===== src/rtl/ctbs_pkg.sv =====
`timescale 1ns / 1ps
// ----------------------------------------------------------------------------
// ctbs_pkg
// Types and constants shared by the CAN transmit buffer scheduler modules.
// ----------------------------------------------------------------------------
package ctbs_pkg;

	localparam int TX_BUFFERS  = 32;
	localparam int IDX_W       = (TX_BUFFERS > 1) ? $clog2(TX_BUFFERS) : 1;
	localparam int CNT_W       = $clog2(TX_BUFFERS + 1);
	localparam int CFG_W       = 6;
	localparam int BUF_INDEX_W = 5;
	localparam int PEND_W      = 16;
	localparam int MARK_W      = 2;
	localparam int APB_ADDR_W  = 3;
	localparam logic [PEND_W-1:0] PEND_MAX = '1;
	localparam logic [CFG_W-1:0]  BUFFERS_IN_USE_RST = CFG_W'(32);

	typedef enum logic [1:0] {
		OP_INIT     = 2'd0,
		OP_SEND     = 2'd1,
		OP_TX_DONE  = 2'd2,
		OP_CLR_SYNC = 2'd3
	} ctbs_op_t;

	typedef enum logic [1:0] {
		STAT_OK       = 2'd0,
		STAT_OVERFLOW = 2'd1,
		STAT_ILLEGAL  = 2'd2
	} ctbs_status_t;

	typedef enum logic [1:0] {
		DROP_NONE    = 2'd0,
		DROP_INHIBIT = 2'd1,
		DROP_QUEUED  = 2'd2
	} ctbs_drop_t;

	typedef enum logic [2:0] {
		S_IDLE,
		S_EXEC,
		S_SEND,
		S_SCAN,
		S_FINISH
	} ctbs_state_t;

	typedef struct packed {
		ctbs_op_t                operation;
		logic [BUF_INDEX_W-1:0]  buffer_index;
		logic                    sync_flag;
		logic                    mailbox_free;
	} ctbs_item_t;

	typedef struct packed {
		ctbs_drop_t              sync_dropped;
		logic [BUF_INDEX_W-1:0]  transmit_index;
		logic                    transmit_valid;
		logic                    overflow_report;
		ctbs_status_t            status;
	} ctbs_result_t;

	typedef struct packed {
		logic sync;
		logic full;
	} ctbs_mark_t;

	typedef struct packed {
		logic             we;
		logic [IDX_W-1:0] waddr;
		ctbs_mark_t       wdata;
		logic             re;
		logic [IDX_W-1:0] raddr;
	} ctbs_mem_req_t;

endpackage


===== src/rtl/can_tx_buffer_scheduler.sv =====
`timescale 1ns / 1ps
// ----------------------------------------------------------------------------
// can_tx_buffer_scheduler
// Schedules CAN transmit buffers over a mark RAM with an APB register port.
// ----------------------------------------------------------------------------
// Flow: one item is in work at a time; a new item is taken only after the
// result of the last has left for the output register. Transmit complete and
// clear-sync scan the marks of the buffers in use through the mark RAM, which
// reads one entry per cycle through its single read port.
// Reset: marks read as zero through per-entry valid bits, counter and inhibit
// clear, boot set, buffers_in_use 32; no clearing pass is needed.
module can_tx_buffer_scheduler (
	input  logic                              clk,
	input  logic                              arst_n,
	input  logic                              s_tvalid,
	output logic                              s_tready,
	// buffer_index, sync_flag, mailbox_free, zero pad
	input  logic [7:0]                        s_tdata,
	// operation
	input  logic [1:0]                        s_tuser,
	output logic                              m_tvalid,
	input  logic                              m_tready,
	// status, overflow_report, transmit_valid, transmit_index, sync_dropped, zero pad
	output logic [15:0]                       m_tdata,
	input  logic                              psel,
	input  logic                              penable,
	input  logic                              pwrite,
	input  logic [ctbs_pkg::APB_ADDR_W-1:0]   paddr,
	input  logic [31:0]                       pwdata,
	output logic [31:0]                       prdata,
	output logic                              pready
);

	logic [ctbs_pkg::CFG_W-1:0]   buf_use_q;
	logic [ctbs_pkg::CNT_W-1:0]   count_in_use;
	ctbs_pkg::ctbs_item_t         item;
	ctbs_pkg::ctbs_result_t       res;
	ctbs_pkg::ctbs_result_t       out_q;
	logic                         out_vld_q;
	logic                         res_valid;
	logic                         res_ready;
	ctbs_pkg::ctbs_mem_req_t      mem_req;
	logic [ctbs_pkg::MARK_W-1:0]  mem_rdata;

	assign pready = 1'b1;
	assign prdata = (paddr[2] == 1'b0) ? 32'(buf_use_q) : 32'd0;

	always_ff @(posedge clk or negedge arst_n) begin
		if (!arst_n) begin
			buf_use_q <= ctbs_pkg::BUFFERS_IN_USE_RST;
		end else if (psel && penable && pwrite && pready && paddr[2] == 1'b0) begin
			buf_use_q <= pwdata[ctbs_pkg::CFG_W-1:0];
		end
	end

	always_comb begin
		if (32'(buf_use_q) > ctbs_pkg::TX_BUFFERS) begin
			count_in_use = ctbs_pkg::CNT_W'(ctbs_pkg::TX_BUFFERS);
		end else begin
			count_in_use = ctbs_pkg::CNT_W'(buf_use_q);
		end
	end

	assign item.operation    = ctbs_pkg::ctbs_op_t'(s_tuser);
	assign item.buffer_index = s_tdata[4:0];
	assign item.sync_flag    = s_tdata[5];
	assign item.mailbox_free = s_tdata[6];

	ctbs_ctrl u_ctrl (
		.clk          (clk),
		.arst_n       (arst_n),
		.item_valid   (s_tvalid),
		.item_ready   (s_tready),
		.item         (item),
		.count_in_use (count_in_use),
		.res_valid    (res_valid),
		.res_ready    (res_ready),
		.res          (res),
		.mem_req      (mem_req),
		.mem_rdata    (ctbs_pkg::ctbs_mark_t'(mem_rdata))
	);

	ctbs_mark_ram #(
		.DEPTH (ctbs_pkg::TX_BUFFERS),
		.WIDTH (ctbs_pkg::MARK_W)
	) u_mark_ram (
		.clk   (clk),
		.we    (mem_req.we),
		.waddr (mem_req.waddr),
		.wdata (mem_req.wdata),
		.re    (mem_req.re),
		.raddr (mem_req.raddr),
		.rdata (mem_rdata)
	);

	assign res_ready = !out_vld_q || m_tready;

	always_ff @(posedge clk or negedge arst_n) begin
		if (!arst_n) begin
			out_vld_q <= 1'b0;
		end else if (res_ready) begin
			out_vld_q <= res_valid;
		end
	end

	always_ff @(posedge clk) begin
		if (res_valid && res_ready) begin
			out_q <= res;
		end
	end

	assign m_tvalid = out_vld_q;
	assign m_tdata  = {5'd0, out_q};

	a_index_zero_when_idle : assert property (@(posedge clk) disable iff (!arst_n)
		m_tvalid && !m_tdata[3] |-> m_tdata[8:4] == 5'd0)
		else $error("transmit index set without a transmission");

	a_illegal_is_quiet : assert property (@(posedge clk) disable iff (!arst_n)
		m_tvalid && m_tdata[1:0] == ctbs_pkg::STAT_ILLEGAL |-> !m_tdata[3] && !m_tdata[2])
		else $error("illegal argument result carries a transmission or report");

	a_report_needs_overflow : assert property (@(posedge clk) disable iff (!arst_n)
		m_tvalid && m_tdata[2] |-> m_tdata[1:0] == ctbs_pkg::STAT_OVERFLOW)
		else $error("overflow report without overflow status");

	a_one_item_in_flight : assert property (@(posedge clk) disable iff (!arst_n)
		s_tvalid && s_tready |=> !s_tready)
		else $error("second item accepted while one is in work");

endmodule


===== src/rtl/ctbs_mark_ram.sv =====
`timescale 1ns / 1ps
// ----------------------------------------------------------------------------
// ctbs_mark_ram
// Simple dual-port synchronous RAM with one write port and a registered read.
// ----------------------------------------------------------------------------
module ctbs_mark_ram #(
	parameter int DEPTH = 32,
	parameter int WIDTH = 2
) (
	input  logic                             clk,
	input  logic                             we,
	input  logic [$clog2(DEPTH)-1:0]         waddr,
	input  logic [WIDTH-1:0]                 wdata,
	input  logic                             re,
	input  logic [$clog2(DEPTH)-1:0]         raddr,
	output logic [WIDTH-1:0]                 rdata
);

	logic [WIDTH-1:0] mem [DEPTH];

	always_ff @(posedge clk) begin
		if (we) begin
			mem[waddr] <= wdata;
		end
	end

	always_ff @(posedge clk) begin
		if (re) begin
			rdata <= mem[raddr];
		end
	end

endmodule


===== src/rtl/ctbs_ctrl.sv =====
`timescale 1ns / 1ps
// ----------------------------------------------------------------------------
// ctbs_ctrl
// Sequencer that reads, modifies and writes back the buffer marks and keeps
// the pending counter, inhibit and boot state.
// ----------------------------------------------------------------------------
module ctbs_ctrl (
	input  logic                         clk,
	input  logic                         arst_n,
	input  logic                         item_valid,
	output logic                         item_ready,
	input  ctbs_pkg::ctbs_item_t         item,
	input  logic [ctbs_pkg::CNT_W-1:0]   count_in_use,
	output logic                         res_valid,
	input  logic                         res_ready,
	output ctbs_pkg::ctbs_result_t       res,
	output ctbs_pkg::ctbs_mem_req_t      mem_req,
	input  ctbs_pkg::ctbs_mark_t         mem_rdata
);

	ctbs_pkg::ctbs_state_t               state_q, state_d;
	ctbs_pkg::ctbs_item_t                item_q;
	logic [ctbs_pkg::CNT_W-1:0]          n_q;
	logic [ctbs_pkg::PEND_W-1:0]         pend_q, pend_d;
	logic                                inh_q, inh_d;
	logic                                boot_q, boot_d;
	ctbs_pkg::ctbs_result_t              res_q, res_d;
	logic [ctbs_pkg::CNT_W-1:0]          issue_q, issue_d;
	logic [ctbs_pkg::TX_BUFFERS-1:0]     vld_q;
	logic                                rd_pend_s1;
	logic [ctbs_pkg::IDX_W-1:0]          rd_idx_s1;
	logic                                rvld_s1;
	ctbs_pkg::ctbs_mark_t                mark_rd;
	logic                                idx_ok;
	logic                                last_rd;

	assign mark_rd = mem_rdata & {rvld_s1, rvld_s1};
	assign idx_ok  = 32'(item_q.buffer_index) < 32'(n_q);
	assign last_rd = (32'(rd_idx_s1) + 32'd1) == 32'(n_q);
	assign res     = res_q;

	always_comb begin
		state_d    = state_q;
		pend_d     = pend_q;
		inh_d      = inh_q;
		boot_d     = boot_q;
		res_d      = res_q;
		issue_d    = issue_q;
		mem_req    = '0;
		item_ready = 1'b0;
		res_valid  = 1'b0;
		unique case (state_q)
			ctbs_pkg::S_IDLE: begin
				item_ready = 1'b1;
				if (item_valid) begin
					state_d = ctbs_pkg::S_EXEC;
				end
			end
			ctbs_pkg::S_EXEC: begin
				res_d = '0;
				unique case (item_q.operation)
					ctbs_pkg::OP_INIT: begin
						if (!idx_ok) begin
							res_d.status = ctbs_pkg::STAT_ILLEGAL;
						end else begin
							mem_req.we         = 1'b1;
							mem_req.waddr      = ctbs_pkg::IDX_W'(item_q.buffer_index);
							mem_req.wdata.sync = item_q.sync_flag;
							mem_req.wdata.full = 1'b0;
						end
						state_d = ctbs_pkg::S_FINISH;
					end
					ctbs_pkg::OP_SEND: begin
						if (!idx_ok) begin
							res_d.status = ctbs_pkg::STAT_ILLEGAL;
							state_d      = ctbs_pkg::S_FINISH;
						end else begin
							mem_req.re    = 1'b1;
							mem_req.raddr = ctbs_pkg::IDX_W'(item_q.buffer_index);
							state_d       = ctbs_pkg::S_SEND;
						end
					end
					ctbs_pkg::OP_TX_DONE: begin
						boot_d = 1'b0;
						inh_d  = 1'b0;
						if (pend_q == '0) begin
							state_d = ctbs_pkg::S_FINISH;
						end else if (n_q == '0) begin
							pend_d  = '0;
							state_d = ctbs_pkg::S_FINISH;
						end else begin
							mem_req.re    = 1'b1;
							mem_req.raddr = '0;
							issue_d       = ctbs_pkg::CNT_W'(1);
							state_d       = ctbs_pkg::S_SCAN;
						end
					end
					default: begin
						if (inh_q) begin
							inh_d              = 1'b0;
							res_d.sync_dropped = ctbs_pkg::DROP_INHIBIT;
						end
						if (pend_q != '0 && n_q != '0) begin
							mem_req.re    = 1'b1;
							mem_req.raddr = '0;
							issue_d       = ctbs_pkg::CNT_W'(1);
							state_d       = ctbs_pkg::S_SCAN;
						end else begin
							state_d = ctbs_pkg::S_FINISH;
						end
					end
				endcase
			end
			ctbs_pkg::S_SEND: begin
				if (mark_rd.full) begin
					res_d.status          = ctbs_pkg::STAT_OVERFLOW;
					res_d.overflow_report = !boot_q;
				end
				if (item_q.mailbox_free && pend_q == '0) begin
					inh_d                = mark_rd.sync;
					res_d.transmit_valid = 1'b1;
					res_d.transmit_index = item_q.buffer_index;
				end else begin
					mem_req.we         = 1'b1;
					mem_req.waddr      = ctbs_pkg::IDX_W'(item_q.buffer_index);
					mem_req.wdata.sync = mark_rd.sync;
					mem_req.wdata.full = 1'b1;
					if (pend_q != ctbs_pkg::PEND_MAX) begin
						pend_d = pend_q + 1'b1;
					end
				end
				state_d = ctbs_pkg::S_FINISH;
			end
			ctbs_pkg::S_SCAN: begin
				if (issue_q < n_q) begin
					mem_req.re    = 1'b1;
					mem_req.raddr = ctbs_pkg::IDX_W'(issue_q);
					issue_d       = issue_q + 1'b1;
				end
				if (rd_pend_s1) begin
					if (item_q.operation == ctbs_pkg::OP_TX_DONE) begin
						if (mark_rd.full) begin
							mem_req.we           = 1'b1;
							mem_req.waddr        = rd_idx_s1;
							mem_req.wdata.sync   = mark_rd.sync;
							mem_req.wdata.full   = 1'b0;
							pend_d               = pend_q - 1'b1;
							inh_d                = mark_rd.sync;
							res_d.transmit_valid = 1'b1;
							res_d.transmit_index = ctbs_pkg::BUF_INDEX_W'(rd_idx_s1);
							state_d              = ctbs_pkg::S_FINISH;
						end else if (last_rd) begin
							pend_d  = '0;
							state_d = ctbs_pkg::S_FINISH;
						end
					end else begin
						if (mark_rd.full && mark_rd.sync) begin
							mem_req.we         = 1'b1;
							mem_req.waddr      = rd_idx_s1;
							mem_req.wdata.sync = 1'b1;
							mem_req.wdata.full = 1'b0;
							if (pend_q != '0) begin
								pend_d = pend_q - 1'b1;
							end
							res_d.sync_dropped = ctbs_pkg::DROP_QUEUED;
						end
						if (last_rd) begin
							state_d = ctbs_pkg::S_FINISH;
						end
					end
				end
			end
			ctbs_pkg::S_FINISH: begin
				res_valid = 1'b1;
				if (res_ready) begin
					state_d = ctbs_pkg::S_IDLE;
				end
			end
			default: begin
				state_d = ctbs_pkg::S_IDLE;
			end
		endcase
	end

	always_ff @(posedge clk or negedge arst_n) begin
		if (!arst_n) begin
			state_q    <= ctbs_pkg::S_IDLE;
			pend_q     <= '0;
			inh_q      <= 1'b0;
			boot_q     <= 1'b1;
			vld_q      <= '0;
			rd_pend_s1 <= 1'b0;
		end else begin
			state_q    <= state_d;
			pend_q     <= pend_d;
			inh_q      <= inh_d;
			boot_q     <= boot_d;
			rd_pend_s1 <= mem_req.re;
			if (mem_req.we) begin
				vld_q[mem_req.waddr] <= 1'b1;
			end
		end
	end

	always_ff @(posedge clk) begin
		if (item_valid && item_ready) begin
			item_q <= item;
			n_q    <= count_in_use;
		end
		res_q     <= res_d;
		issue_q   <= issue_d;
		rd_idx_s1 <= mem_req.raddr;
		rvld_s1   <= vld_q[mem_req.raddr];
	end

endmodule


===== config.mk =====
export PLATFORM = sky130hd
export DESIGN_NAME = can_tx_buffer_scheduler
export DESIGN_NICKNAME = d
export VERILOG_FILES = /design/src/rtl/ctbs_pkg.sv /design/src/rtl/can_tx_buffer_scheduler.sv /design/src/rtl/ctbs_mark_ram.sv /design/src/rtl/ctbs_ctrl.sv
export SDC_FILE = /design/constraint.sdc
export NUM_CORES = 1
export LEC_CHECK = 0
export ABC_AREA = 1
export BUFFER_PORTS_ARGS = -buffer_cell sky130_fd_sc_hd__buf_4
export CAP_MARGIN = 20
export CORE_ASPECT_RATIO = 1.5
export CORE_MARGIN = 1.5
export CORE_UTILIZATION = 61
export CTS_BUF_LIST = sky130_fd_sc_hd__clkbuf_8
export CTS_CLUSTER_DIAMETER = 60
export CTS_CLUSTER_SIZE = 28
export DETAILED_ROUTE_END_ITERATION = 7
export PLACE_DENSITY = 0.83
export SETUP_SLACK_MARGIN = 0.05
export SKIP_CTS_REPAIR_TIMING = 1
export SLEW_MARGIN = 15
export SYNTH_ARGS = -nofsm -noshare
export SYNTH_HDL_FRONTEND = slang
export SYNTH_HIERARCHICAL = 1
export SYNTH_SLANG_ARGS = --single-unit
export TNS_END_PERCENT = 30

===== constraint.sdc =====
create_clock -name clk -period 3.8 [get_ports clk]
set_input_delay 0.38 -clock clk [delete_from_list [all_inputs] [get_ports clk]]
set_output_delay 0.38 -clock clk [all_outputs]
set_load 0.02 [all_outputs]

# After elaboration in Yosys (flattened, before gate mapping)
# Memories as Yosys holds them, arrays and structs flattened. A register that Yosys moved wholly into a read port is not among the register bits.
# Cells that the tools add are included.
[classes] n_reduce_logical=31 order_cmp=6 add_sub_neg=4 bitwise=3 n_eq_ne=30 shift=0 n_mux=74 multipliers=0 n_div=0
[op_table] operator="two-way mux 16 bit" count=11
[op_table] operator="two-way mux 6 bit" count=13
[op_table] operator="two-way mux 8 bit" count=8
[op_table] operator="one-hot mux 16 bit (3 select lines)" count=1
[op_table] operator="one-hot mux 6 bit (2 select lines)" count=3
[op_table] operator="one-hot mux 6 bit (3 select lines)" count=2
[op_table] operator="two-way mux 3 bit" count=11
[op_table] operator="== test 32 x 6 -> 1 bit" count=1
[op_table] operator="OR 32 bit" count=1
[op_table] operator="one-hot mux 8 bit (3 select lines)" count=1
[op_table] operator="!= test 2 x 1 -> 1 bit, second input constant" count=10
[op_table] operator="adder 16 x 1 -> 16 bit, second input constant" count=1
[op_table] operator="zero test 16 bit" count=1
[op_table] operator="!= test 16 bit, second input constant" count=1
[op_table] operator="nonzero test 16 bit" count=1
[op_table] operator="subtractor 16 x 1 -> 16 bit, second input constant" count=1
[op_table] operator="one-hot mux 3 bit (5 select lines)" count=1
[op_table] operator="< comparator 5 x 6 -> 1 bit, second input constant" count=2
[op_table] operator="two-way mux 1 bit" count=12
[op_table] operator="!= test 2 bit, second input constant" count=6
[op_table] operator="AND reduction 6 bit" count=2
[op_table] operator="two-way mux 2 bit" count=5
[op_table] operator="AND reduction 10 bit" count=1
[op_table] operator="logical AND 1 bit" count=9
[op_table] operator="other kinds (36)" count=43
[word_totals] word_cells=175 ram_bits=64 inputBits=52 latchBits=0 register_bits=110 out_inout_bits=51 romBits=0 n_memories=1
[mem_list] name="u_mark_ram.mem" words=32 width=2 rd=1 rd_ports_with_merged_regs=1 write_ports=1 line="ctbs_mark_ram.sv:19" rtl="logic [WIDTH-1:0] mem [DEPTH];"

# Depth between registers and ports, before layout
[depth] ltp_word=11 ltp_mapped=19 mapped_depth_nobuf=17

# Modules after synthesis
# The synthesis kept the hierarchy.
[modules_own_cells] module="ctbs_ctrl" area_each_um2=5321.4 n_inst=1 cells_each=650 seq_area_each_um2=2433.6
[modules_own_cells] module="ctbs_mark_ram" area_each_um2=2926.6 n_inst=1 cells_each=269 seq_area_each_um2=1981.9
[modules_own_cells] module="can_tx_buffer_scheduler" area_each_um2=1014.7 n_inst=1 cells_each=100 seq_area_each_um2=506.7

# Worst setup path after synthesis
# OpenSTA, ideal clock, no wires.
[synth_path] kind="register to register" startpoint="reg u_ctrl/item_q[6] in the netlist's numbering" endpoint="mem u_mark_ram.mem[0][1] (data pin)" setup_ps=390 path_stages_with_launch=9 arrival_ps=2246 required_time_ps=3410 synth_period_minus_slack_ps=2636 n_path_buf=0 setup_slack_ps=1164 cell_sequence="edfxtp_1 > ha_1 > inv_1 > nor2_1 > a21oi_1 > nand2_1 > inv_1 > nand4_1 > o221ai_1"
[synth_rtl] item="start, declared" line="ctbs_ctrl.sv:22" rtl="ctbs_pkg::ctbs_item_t item_q;"
[synth_rtl] item="start signal, assigned" line="ctbs_ctrl.sv:207" rtl="item_q <= item;"
[synth_rtl] item="end, declared" line="ctbs_mark_ram.sv:19"

==> run_results.csv <==
group,metric,value,unit
status,status,"finished with violations",
status,violations,"negative hold slack",
timing,fin_crit,3.021,ns
critical_path,crit_path_end_kind,"flop",
synth,async_flop_share,34.66,%
critical_path,cp-start-kind,"flop",
routing,drtIter0Drc,493,
routing,wirelength,19240,um
synth,yosysWarnings,6,
synth,ys_top_cells_by_area,"edfxtp_1 (35%), dfrtp_1 (16%), nand2_1 (9.0%)",
synth,syn_avg_cell_area,9.090,um^2
power,powerDensity,672.8,nW/um^2
synth,ys_ff_latch,176,
die,die_w,103.6,um
cts,cts_sinks,176,
cts,clk_pin_slew,0.10,ns
global_route,grt_pass1_wl,31220,um
timing,holdWs,-0.02406,ns
global_route,grt_pass1_vias,6722,
global_route,grt_max_degree,62,
timing,finalCritPeriodShare,79.49,%
cts,cts_root_buf,"clkbuf_8",
routing,vias,6966,
timing,hold_violations,18,
timing,rsz0062_at_grt,"false",
final_layout,diodes,0,
global_route,grt_usage,24.89,%
routing,ant_nets,0,
power,p_leak,4.288,nW
placement,pre_cts_ws,0.8106,ns
final_layout,area_growth,7.483,%
critical_path,max_stage_delay,0.45,ns
die,pin_count,103,
min_path,hp-class,"in2async",
power,p_comb_share,38.9,%
cts,cts_max_path_buffers,2,
timing,tightest_slew,1.014,ns
timing,slew_headroom,32.38,%
final_layout,final_util,66.67,%
synth,ys.flop_type,"edfxtp_1",
final_layout,drive_above_1_share,14.93,%
final_layout,fillCellCount,1200,
routing,routedWlPerCell,15.14,um
cts,htreeDepth,4,
die,die_h,153.9,um
power,power_frac_clock,19.6,%
timing,tns,0,ns
global_route,overflow,0,
placement,io_buffer_count,41,
timing,setup_viol,0,
critical_path,cp_cell_sequence,"inv_1 > ha_1 > a21oi_1 > nand3_2 > nor2_4 > nand3_4 > nand2_4 > inv_8 > nand2_1 > nand3_1 > nand3_1 > nand2_1 > nand2_1 > nand2_1 > nand2_1 > nand2_1",
critical_path,arrival,3.23,ns
synth,synth-seq-area-share,53.14,%
final_layout,final_nets,1125,
synth,yosysMostFrequentCell,"nand2_1",
cts,cts_tree,"built",
power,ir_drop,0.5693,mV
die,rows,55,
synth,synth_cells,1019,
placement,place_congestion,0.8717,
routing,drc,0,
die,die_area,15950,um^2
synth,synth_common_cells,"nand2_1 (222), nand3_1 (123), inv_1 (115)",
critical_path,crit_family,"simple AND/OR/NAND/NOR gates",
routing,viasPerCell,5.481,
power,p_switching,0.002789,W
routing,drt_first_pass_iters,5,
cts,cts-buffers-inserted,17,
critical_path,cp.required,4.01,ns
timing,slew_violations,0,
placement,place_hpwl,13470,um
cts,clock_latency,0.47,ns
die,start_util,62.03,%
power,netSwitchingFraction,41.64,%
power,p_seq_share,41.4,%
critical_path,worst_path_most_repeated_cell,"nand2_1",
critical_path,cp_num_buf_inv,2,
power,internal_power,0.003909,W
synth,yosysUniqueCellTypes,50,
global_route,antenna_found_initial,0,
synth,synth_edf_count,109,
die,core,14930,um^2
timing,worst_slack,0.7795,ns
critical_path,cp_slowest_cell,"edfxtp_1",
critical_path,cp_max_fo,38,
synth,synth_top_area_cell,"edfxtp_1",
timing,clock_skew,0.01689,ns
synth,synth_area,9263,um^2
synth,synth_top_area_share,35.34,%
job,maxCapViolCount,0,
timing,max_freq,0.3311,GHz
critical_path,path_class,"reg2reg",
[worst paths after layout]
kind | cells after the start | startpoint | to | slack [ns]
max | 16 | u_ctrl/n_q[5] | u_mark_ram/rdata[1] | 0.78
min | 1 | arst_n | u_ctrl/pend_q[5] | -0.02
max reg2reg | 16 | u_ctrl/n_q[5] | u_mark_ram/rdata[1] | 0.78
min reg2reg | 0 | u_ctrl/res[5] | m_tdata[5] | 0.42
max in group asynchronous | 1 | arst_n | u_ctrl/vld_q[9] | 3.27
min in group clk | 1 | s_tdata[3] | u_ctrl/item_q[5] | 0.09
[cell usage in the layout (no fill, tap or decap), drive strengths merged, types with 3 or more instances in the layout]
cell type | Yosys | routed
nor2 | 96 | 96
dfxtp | 6 | 6
o22ai | 15 | 15
clkbuf | 5 | 17
ha | 14 | 14
nand2 | 255 | 255
a22oi | 3 | 3
a31oi | 4 | 4
edfxtp | 109 | 109
buf | 56 | 52
a21oi | 17 | 17
o21ai | 55 | 55
xnor2 | 8 | 8
nand3 | 127 | 127
xor2 | 12 | 12
nand4 | 8 | 8
inv | 126 | 135
dfrtp | 59 | 59
clkinv | 0 | 3
nor3 | 11 | 11
o21bai | 15 | 15
conb | 2 | 32
[power groups by stage]
stage | Sequential (W) | Combinational (W) | Clock, W
after detailed placement | 0.00281 | 0.00257 | 0
after global placement | 0.00280 | 0.00251 | 0
after CTS | 0.00277 | 0.00259 | 0.00134
after global routing | 0.00282 | 0.00290 | 0.00141
after floorplan | 0.00275 | 0.00205 | 0
final | 0.00278 | 0.00261 | 0.00132
[flip-flops by register name, summed over array words and instances (netlist names), 6 cells and up]
signal          count
u_mark_ram/mem     64
u_ctrl/vld_q       32
u_ctrl/pend_q      16
m_tdata            11
u_ctrl/res         11
u_ctrl/item_q       9
buf_use_q           6
u_ctrl/issue_q      6
u_ctrl/n_q          6
[cells by family (layout without fill, tap and decap cells)]
logic type	count (synthesis)	in the layout	synth area share (%)
and+or+nand+nor	503	503	24.61
buffers and inverters	187	210	10.39
DFF	176	176	53.14
AOI/OAI and AO/OA	117	117	7.997
xor gates and xnor gates	20	20	1.891
adders and majority gates	14	14	1.891
other	2	32	0.08108
[layer usage]
layer  share of wire [%]  wire length, um  track usage (%)  up-vias
met4                 3.0              586            11.44        0
met5                   0                0                0        -
met3                 6.0             1147            5.002       59
met2                  53            10220            45.78      277
met1                  38             7287            27.61     3245
li1                    -                -                -     3385
[final cells by class]
| cell class | instances | area [um^2] | share of cell area, % |
|---|---|---|---|
| Clock buffer | 17 | 234.0 | 2.350 |
| Clock inverter | 15 | 182.7 | 1.835 |
| Inverter | 126 | 480.5 | 4.826 |
| Multi-Input combinational cell | 686 | 3497 | 35.13 |
| Sequential cell | 176 | 4922 | 49.44 |
| Tap cell | 199 | 249.0 | 2.501 |
| Timing Repair Buffer | 52 | 390.4 | 3.921 |
[metrics by stage]
stage                     instances  power (W)  area, um^2
after floorplan                1049   0.004798        9375
after global placement         1239   0.005306        9539
after detailed placement       1239   0.005385        9539
after CTS                      1271   0.006707        9956
after global routing           1271   0.007131        9956
final                          1271   0.006698        9956
(Power assumes the default switching activity.)
